===== config.mk =====
export PLATFORM = sky130hd
export DESIGN_NAME = ptcb_ctrl
export DESIGN_NICKNAME = d
export VERILOG_FILES = /design/src/rtl/core/ptcb_pkg.sv /design/src/rtl/core/ptcb_pos_mod.sv /design/src/rtl/core/ptcb_ctrl.sv
export SDC_FILE = /design/constraint.sdc
export NUM_CORES = 1
export LEC_CHECK = 0
export ABC_AREA = 1
export BUFFER_PORTS_ARGS = -buffer_cell sky130_fd_sc_hd__buf_2
export CORE_MARGIN = 2
export CORE_UTILIZATION = 57
export DETAILED_ROUTE_END_ITERATION = 8
export GPL_TIMING_DRIVEN = 0
export PLACE_DENSITY = 0.86
export SYNTH_ARGS = -nofsm -noshare
export SYNTH_HDL_FRONTEND = slang
export SYNTH_SLANG_ARGS = --single-unit
export TNS_END_PERCENT = 1

===== constraint.sdc =====
create_clock -name aclk -period 4.29 [get_ports aclk]
set_input_delay 0.429 -clock aclk [delete_from_list [all_inputs] [get_ports aclk]]
set_output_delay 0.429 -clock aclk [all_outputs]
set_load 0.01 [all_outputs]

===== src/rtl/core/ptcb_pkg.sv =====
// types, constants and helpers of the period tracking capture buffer
package ptcb_pkg;

    localparam int LEN_W    = 17;
    localparam int POS_W    = 16;
    localparam int PHASE_W  = 16;
    localparam int SAMPLE_W = 24;
    localparam int PER_W    = 5;
    localparam int CFG_W    = 17;
    localparam int CFG_IDX_W = 1;

    localparam logic [PHASE_W-1:0] HALF_TURN = 16'd32768;

    localparam logic CMD_SAMPLE = 1'b0;
    localparam logic CMD_READ   = 1'b1;

    localparam logic [CFG_IDX_W-1:0] REG_PERIODS  = 1'b0;
    localparam logic [CFG_IDX_W-1:0] REG_INIT_LEN = 1'b1;

    localparam logic [PER_W-1:0] RESET_PERIODS = 5'd1;
    localparam logic [LEN_W-1:0] RESET_LEN     = 17'd256;
    localparam logic [LEN_W-1:0] MIN_LEN       = 17'd2;

    typedef struct packed {
        logic [LEN_W-1:0] length;
        logic [POS_W-1:0] write_pos;
        logic             retriggered;
        logic             rd_hit;
    } step_res_t;

    function automatic logic [LEN_W-1:0] clamp_len(input logic [LEN_W-1:0] n,
                                                   input logic [LEN_W-1:0] max_len);
        logic [LEN_W-1:0] r;
        if (n < MIN_LEN) begin
            r = MIN_LEN;
        end else if (n > max_len) begin
            r = max_len;
        end else begin
            r = n;
        end
        return r;
    endfunction

endpackage


===== src/rtl/core/ptcb_pos_mod.sv =====
// multi-cycle remainder unit that folds the write position into a new ring length
module ptcb_pos_mod (
    input  logic                            aclk,
    input  logic                            aresetn,
    input  logic                            start,
    input  logic [ptcb_pkg::POS_W-1:0]      dividend,
    input  logic [ptcb_pkg::LEN_W-1:0]      divisor,
    output logic                            busy,
    output logic                            done,
    output logic [ptcb_pkg::POS_W-1:0]      result
);
    import ptcb_pkg::*;

    localparam int DIV_W = LEN_W + POS_W - 1;

    logic [POS_W-1:0] rem_reg, rem_next;
    logic [DIV_W-1:0] div_reg, div_next;
    logic [3:0]       cnt_reg, cnt_next;
    logic             busy_reg, busy_next;
    logic             done_reg, done_next;
    logic             sub_ok;
    logic [POS_W-1:0] rem_step;

    always_comb begin
        sub_ok   = {{(DIV_W-POS_W){1'b0}}, rem_reg} >= div_reg;
        rem_step = sub_ok ? (rem_reg - div_reg[POS_W-1:0]) : rem_reg;

        rem_next  = rem_reg;
        div_next  = div_reg;
        cnt_next  = cnt_reg;
        busy_next = busy_reg;
        done_next = 1'b0;

        if (start) begin
            rem_next  = dividend;
            div_next  = {divisor, {(POS_W-1){1'b0}}};
            cnt_next  = 4'(POS_W - 1);
            busy_next = 1'b1;
        end else if (busy_reg) begin
            // one restoring step per cycle, divisor walks down one bit
            rem_next = rem_step;
            div_next = div_reg >> 1;
            if (cnt_reg == 4'd0) begin
                busy_next = 1'b0;
                done_next = 1'b1;
            end else begin
                cnt_next = cnt_reg - 4'd1;
            end
        end
    end

    always_ff @(posedge aclk) begin
        if (!aresetn) begin
            busy_reg <= 1'b0;
            done_reg <= 1'b0;
            cnt_reg  <= '0;
        end else begin
            busy_reg <= busy_next;
            done_reg <= done_next;
            cnt_reg  <= cnt_next;
        end
        rem_reg <= rem_next;
        div_reg <= div_next;
    end

    assign busy   = busy_reg;
    assign done   = done_reg;
    assign result = rem_reg;
endmodule


===== src/rtl/core/ptcb_ctrl.sv =====
// capture state: wrap detection, retrigger, ring position and store access
module ptcb_ctrl #(
    parameter int MAX_LEN = 65536,
    parameter int AW      = 16
) (
    input  logic                                 aclk,
    input  logic                                 aresetn,
    input  logic                                 step_en,
    input  logic                                 s_cmd,
    input  logic [ptcb_pkg::PHASE_W-1:0]         s_phase,
    input  logic signed [ptcb_pkg::SAMPLE_W-1:0] s_sample,
    input  logic [ptcb_pkg::POS_W-1:0]           s_read_index,
    input  logic                                 cfg_wr_en,
    input  logic [ptcb_pkg::CFG_IDX_W-1:0]       cfg_index,
    input  logic [ptcb_pkg::CFG_W-1:0]           cfg_wdata,
    output ptcb_pkg::step_res_t                  res,
    output logic                                 busy,
    output logic                                 ram_we,
    output logic [AW-1:0]                        ram_waddr,
    output logic [ptcb_pkg::SAMPLE_W-1:0]        ram_wdata,
    output logic                                 ram_re,
    output logic [AW-1:0]                        ram_raddr
);
    import ptcb_pkg::*;

    localparam logic [LEN_W-1:0] MAX_LEN_V = LEN_W'(MAX_LEN);
    localparam logic [LEN_W-1:0] RST_LEN_V = (RESET_LEN < MAX_LEN_V) ? RESET_LEN : MAX_LEN_V;

    logic [POS_W-1:0]   wp_reg, wp_next;
    logic [LEN_W-1:0]   len_reg, len_next;
    logic [PHASE_W-1:0] prev_reg, prev_next;
    logic [LEN_W-1:0]   cnt_reg, cnt_next;
    logic [PER_W-1:0]   wc_reg, wc_next;
    logic [PER_W-1:0]   per_reg, per_next;

    logic             wrap;
    logic [PER_W-1:0] wc_inc;
    logic             retrig;
    logic [POS_W-1:0] base_pos;
    logic [LEN_W-1:0] base_len;
    logic [LEN_W-1:0] base_cnt;
    logic [LEN_W-1:0] pos_inc;
    logic [POS_W-1:0] pos_wrap;
    logic             rd_hit;
    logic [LEN_W-1:0] cfg_len;
    logic             mod_start;
    logic             mod_busy;
    logic             mod_done;
    logic [POS_W-1:0] mod_result;

    ptcb_pos_mod u_pos_mod (
        .aclk     (aclk),
        .aresetn  (aresetn),
        .start    (mod_start),
        .dividend (wp_reg),
        .divisor  (cfg_len),
        .busy     (mod_busy),
        .done     (mod_done),
        .result   (mod_result)
    );

    always_comb begin
        // a wrap is a drop of more than half a turn
        wrap     = (prev_reg > s_phase) && ((prev_reg - s_phase) > HALF_TURN);
        wc_inc   = wc_reg + 5'd1;
        retrig   = wrap && (wc_inc >= per_reg);
        base_pos = retrig ? '0 : wp_reg;
        base_len = retrig ? clamp_len(cnt_reg, MAX_LEN_V) : len_reg;
        base_cnt = retrig ? '0 : cnt_reg;
        pos_inc  = {1'b0, base_pos} + 17'd1;
        pos_wrap = (pos_inc == base_len) ? '0 : pos_inc[POS_W-1:0];
        rd_hit   = {1'b0, s_read_index} < len_reg;
        cfg_len  = clamp_len(cfg_wdata, MAX_LEN_V);

        wp_next   = wp_reg;
        len_next  = len_reg;
        prev_next = prev_reg;
        cnt_next  = cnt_reg;
        wc_next   = wc_reg;
        per_next  = per_reg;
        mod_start = 1'b0;

        if (step_en && (s_cmd == CMD_SAMPLE)) begin
            prev_next = s_phase;
            wc_next   = retrig ? '0 : (wrap ? wc_inc : wc_reg);
            len_next  = base_len;
            cnt_next  = (base_cnt < MAX_LEN_V) ? (base_cnt + 17'd1) : base_cnt;
            wp_next   = pos_wrap;
        end

        if (cfg_wr_en) begin
            case (cfg_index)
                REG_PERIODS: begin
                    per_next = cfg_wdata[PER_W-1:0];
                end
                REG_INIT_LEN: begin
                    len_next  = cfg_len;
                    mod_start = 1'b1;
                end
                default: begin
                end
            endcase
        end

        if (mod_done) begin
            wp_next = mod_result;
        end

        if (s_cmd == CMD_READ) begin
            res.length      = len_reg;
            res.write_pos   = wp_reg;
            res.retriggered = 1'b0;
            res.rd_hit      = rd_hit;
        end else begin
            res.length      = base_len;
            res.write_pos   = pos_wrap;
            res.retriggered = retrig;
            res.rd_hit      = 1'b0;
        end

        ram_we    = step_en && (s_cmd == CMD_SAMPLE);
        ram_waddr = base_pos[AW-1:0];
        ram_wdata = s_sample;
        ram_re    = step_en && (s_cmd == CMD_READ);
        ram_raddr = s_read_index[AW-1:0];
    end

    always_ff @(posedge aclk) begin
        if (!aresetn) begin
            wp_reg   <= '0;
            len_reg  <= RST_LEN_V;
            prev_reg <= '0;
            cnt_reg  <= '0;
            wc_reg   <= '0;
            per_reg  <= RESET_PERIODS;
        end else begin
            wp_reg   <= wp_next;
            len_reg  <= len_next;
            prev_reg <= prev_next;
            cnt_reg  <= cnt_next;
            wc_reg   <= wc_next;
            per_reg  <= per_next;
        end
    end

    assign busy = mod_busy || mod_done;
endmodule


* Word-level counts from Yosys, hierarchy flattened
Cells that the tools add are included.
** Cells by class
- Add/sub/neg operators :: 6
- Order comparisons :: 10
- Equality and inequality tests :: 2
- Mux-type cells :: 31
- Bitwise logic cells :: 4
- Reduce and logical (&&, ||, !) cells :: 15
** Operators by type and width (number)
- two-way mux 17 bit :: 10
- two-way mux 16 bit :: 7
- two-way mux 32 bit :: 2
- two-way mux 35 bit :: 1
- > comparator 17 bit (second input constant) :: 2
- less-than comparator 17 x 2 -> 1 bit (second input constant) :: 2
- greater-or-equal comparator 16 x 32 -> 1 bit :: 1
- subtractor 16 bit :: 2
- adder 16 x 1 -> 17 bit (second input constant) :: 1
- adder 17 x 1 -> 17 bit (second input constant) :: 1
- equality test 17 bit :: 1
- less-than comparator 16 x 17 -> 1 bit :: 1
- less-than comparator 17 bit (second input constant) :: 1
- > comparator 16 bit :: 1
- > comparator 16 bit (second input constant) :: 1
- two-way mux 4 bit :: 3
- two-way mux 5 bit :: 2
- AND reduction 2 bit :: 4
- nonzero test 2 bit :: 4
- two-way mux 1 bit :: 6
- adder 5 x 1 -> 5 bit (second input constant) :: 1
- greater-or-equal comparator 5 bit :: 1
- logical AND 1 bit :: 4
- logical NOT 4 bit :: 1
- 5 further kinds :: 8
** Word-level totals
- Register bits :: 130
- Input port bits :: 79
- Logic and storage cells :: 80

* Logic depth before layout (Yosys ltp)
- Depth after elaboration :: 10
- Mapped depth :: 31
- Gate-level depth less buffers :: 29

* By module
Synthesis repeated with hierarchy kept, for this count alone.
** Unflattened totals
- Cell total of the unflattened synthesis :: 1634
- Area total of the unflattened synthesis :: 10351.2 um^2
** By module, submodules not included
- ptcb_ctrl :: times used 1, cells each 1208, area an instance 7138.1 um^2, seq. area each 1521.5 um^2
- ptcb_pos_mod :: times used 1, cells each 426, area an instance 3213.1 um^2, seq. area each 1411.4 um^2

* Worst setup path after synthesis
Ideal clock, no wire load.
- Kind :: input port to output port
- Start :: input port s_phase[0] in the netlist's numbering
- End :: output port res[2] in the netlist's numbering
- Arrival time :: 3.267 ns
- Path slack :: 0.594 ns
- Stages on the path :: 29
- Buffers on the path :: 2
- Cells stage by stage :: ha_1 > inv_1 > fa_1 > nand3_1 > nand3_2 > nand2_1 > nand2_1 > nand2_1 > nand2_1 > nor2_1 > nand3_1 > nor2_1 > nand2_1 > nand3_4 > buf_12 > nand2_2 > nor2_1 > nand2_1 > nor2_2 > nand2_1 > nand2_1 > nand3_1 > nand2_1 > nand2_1 > nor2_2 > nand3_2 > buf_6 > nand3_1 > o21ai_1
** RTL lines
- from (decl) :: RTL line ptcb_ctrl.sv:10 : input logic [ptcb_pkg::PHASE_W-1:0] s_phase,
- to (decl) :: RTL line ptcb_ctrl.sv:16 : output ptcb_pkg::step_res_t res,

==> impl_results.rst <==
.. list-table::
   :header-rows: 1

   * - Metric
     - Value
   * - Run status
     - finished, violations left
   * - Violations in the final reports
     - setup timing
   * - Critical Path Fanout Max
     - 10
   * - Leakage power
     - 5.57 nW
   * - Multi-input gate area in the final layout
     - 5640 um^2
   * - Kind of cell with the highest combined delay on the critical path
     - simple AND/OR/NAND/NOR gates
   * - Placement Setup Slack
     - -494 ps
   * - Std cell rows
     - 47
   * - Top-level I/O count
     - 173
   * - Setup repair after global routing missed its margin
     - true
   * - # Max-Cap Violations
     - 0
   * - DRT iter0 DRCs
     - 1159
   * - Grt total ovfl
     - 0
   * - Dpl cells
     - 1838
   * - Setup violation total in the final timing report
     - 16
   * - Final setup slack of the worst path
     - -391 ps
   * - Clock transition at path regs
     - 60 ps
   * - Most used cell along the critical path
     - nand2_1
   * - First-pass GRT wire length
     - 48100 um
   * - Root Driver
     - clkbuf_16
   * - PD cells
     - 360 nW/um^2
   * - Share of layout cells above drive strength 1
     - 21.5%
   * - First-pass DRT Iterations
     - 6
   * - Max clock buf depth
     - 2
   * - Most area-consuming cells after synthesis
     - dfxtp_1, nand2_1, edfxtp_1
   * - Type of element launching the critical path
     - register
   * - Fin Clk Skew
     - 7.59 ps
   * - Number of port buffers
     - 148
   * - Register area share after synthesis
     - 30.2%
   * - Gate count of the mapped netlist
     - 1470
   * - Number of buffers and inverters on the critical path
     - 5
   * - Register area
     - 2930 um^2
   * - H-Tree Level Count
     - 4
   * - Antenna Cells
     - 0
   * - Post-CTS Hold Buffers
     - 0
   * - Starting density of the core
     - 58.5%
   * - Cell type with the highest aggregate area in the netlist
     - dfxtp_1
   * - Syn Area/Cell
     - 6.60 um^2
   * - Data required time of the worst path
     - 3860 ps
   * - Post-synthesis instance area
     - 9700 um^2
   * - Initial antenna violation count
     - 0
   * - Fin crit share
     - 109%
   * - Remaining DRCs
     - 0
   * - Total GRT Usage
     - 33.5%
   * - Area growth from synthesis to layout
     - 22.6%
   * - Tmin final
     - 4680 ps
   * - Via density
     - 5.73
   * - Critical Path Sink Type
     - output port
   * - VDD IR-drop max
     - 0.244 mV
   * - Count of final hold-check violations
     - 0
   * - Slew at the pin with the worst max-slew slack
     - 791 ps
   * - NumNets Final
     - 1799
   * - Final-layout fill cell count
     - 1334
   * - Upper clock frequency limit
     - 0.214 GHz
   * - Largest net degree at the start of global routing
     - 20
   * - Die Ht
     - 134 um
   * - Synthesis Warnings
     - 0
   * - Final WL
     - 31000 um
   * - Path type of the worst min-delay path
     - in2reg
   * - Routability-driven placement congestion ratio
     - 0.977
   * - CTS buffer count
     - 17
   * - Number of nets with antenna violations after routing
     - 0
   * - Synth unique cells
     - 50
   * - Hpwl dp
     - 23500 um
   * - Headroom to the max-slew limit
     - 47.2%
   * - Area share of the leading cell type in the synthesized netlist
     - 20.0%
   * - Via Count
     - 10900
   * - CP arrival
     - 4250 ps
   * - Final-report max-slew violation count
     - 0
   * - Syn Nets
     - 1606
   * - Die extent in x
     - 134 um
   * - Average wire per standard cell
     - 16.4 um
   * - Via count of the first global-routing pass
     - 9964
   * - Total Die Area
     - 18100 um^2
   * - # clock sinks
     - 130
   * - Seq cells post-synth
     - 130
   * - Total Power Consumption
     - 4.27 mW
   * - Non-filler cells in the finished layout
     - 1896
   * - Critical-path cell with the highest stage delay
     - ha_2
   * - Clock insertion delay at the later pin of the skew report
     - 430 ps
   * - Max stage delay on crit path
     - 380 ps
   * - CTS tree
     - done
   * - Core region area
     - 16600 um^2
   * - Max FFs per register
     - 32
   * - Classification of the worst setup path
     - reg2out
## worst register-to-register path, delay by kind of cell (launching register included)
| family | cells | cell delay, ps |
|---|---|---|
| buffers and inverters | 7 | 800 |
| adder cells (fa/ha/maj) | 3 | 660 |
| flip-flops | 1 | 310 |
| AND/OR/NAND/NOR | 18 | 1940 |
| AO/OA/AOI/OAI | 2 | 190 |
## cell usage after synthesis (all sizes together)
cell	instances
a211oi	2
a21o	2
a21oi	136
a221oi	1
a311oi	1
a31oi	4
a32o	1
a41oi	1
buf	52
clkbuf	40
clkinv	4
dfxtp	97
edfxtp	33
fa	2
ha	55
inv	223
nand2	329
nand3	128
nand3b	7
nand4	18
nor2	104
nor3	19
nor3b	3
nor4	7
o2111ai	1
o211ai	3
o21a	4
o21ai	152
o21bai	6
o221a	1
o221ai	1
o22ai	2
o31ai	13
or2	2
or3	1
xnor2	8
xor2	7
## layout make-up
cell class	count	area share [%]
timing repair buffer	174	8.13
tap	220	2.32
buffer	92	4.72
clock inverter	15	1.93
sequential	130	24.7
multi-input combinational	1021	47.5
clock buffer	17	3.58
inverter	227	7.19
## cell usage in the layout, fill, tap and decap left out, drive strengths merged, types with 8 or more instances in the layout
cell type / instances
ha: 55
nand2: 329
inv: 226
buf: 228
clkbuf: 55
edfxtp: 33
nor2: 104
nand4: 18
dfxtp: 97
xnor2: 8
o21ai: 152
nand3: 128
a21oi: 136
o31ai: 13
nor3: 19
## report_power, final
group | internal (mW) | switching (mW) | total (mW) | leakage, nW
clock | 1.04 | 0.593 | 1.63 | 0.306
combinational | 0.452 | 0.720 | 1.17 | 4.15
sequential | 1.40 | 0.0686 | 1.47 | 1.11
total | 2.89 | 1.38 | 4.27 | 5.57
## layer usage
| layer | GRT usage, % | wire length, um | up-vias |
|---|---|---|---|
| met3 | 6.95 | 3330 | 119 |
| met1 | 41.7 | 12000 | 4826 |
| met2 | 53.9 | 14100 | 705 |
| li1 | - | - | 5209 |
| met5 | 0 | 0 | - |
| met4 | 19.0 | 1570 | 0 |
## final timing paths
kind	from	to	slack (ps)	cells past startpoint
setup / recovery	prev_reg[3]	res[2]	-390	28
hold / removal	s_phase[8]	prev_reg[8]	260	3
setup reg to reg	prev_reg[0]	cnt_reg[12]	290	30
hold reg to reg	per_reg[1]	per_reg[1]	470	2
## logic make-up (layout without fill, tap and decap cells)
| group | count (synthesis) | in the layout | share of synthesized area (%) |
|---|---|---|---|
| simple gates | 618 | 618 | 28.1 |
| compound gates | 331 | 331 | 18.3 |
| buf+inv | 319 | 525 | 14.5 |
| flops | 130 | 130 | 30.2 |
| fa+ha+maj | 57 | 57 | 7.51 |
| xor+xnor | 15 | 15 | 1.35 |
## metrics by stage
stage | cell area [um^2] | util [%] | hold slack [ps] | setup TNS [ps]
2_1_floorplan | 9700 | - | 433 | 0
3_3_place_gp | 10700 | 64.6 | 448 | -6660
3_5_place_dp | 10700 | 64.6 | 461 | -7390
4_1_cts | 11700 | 70.7 | 255 | -4770
5_1_grt | 11900 | 71.7 | 272 | -11620
6_report | 11900 | 71.7 | 262 | -5860
## timing repair
item                                    4_1_cts  5_1_grt
gates resized for setup                      52       46
endpoints found under the setup margin       16       41
pin swaps                                    21       28
gates cloned                                  2        1
setup buffers                                19        4
Note: power is estimated with default switching activity, not from simulation.
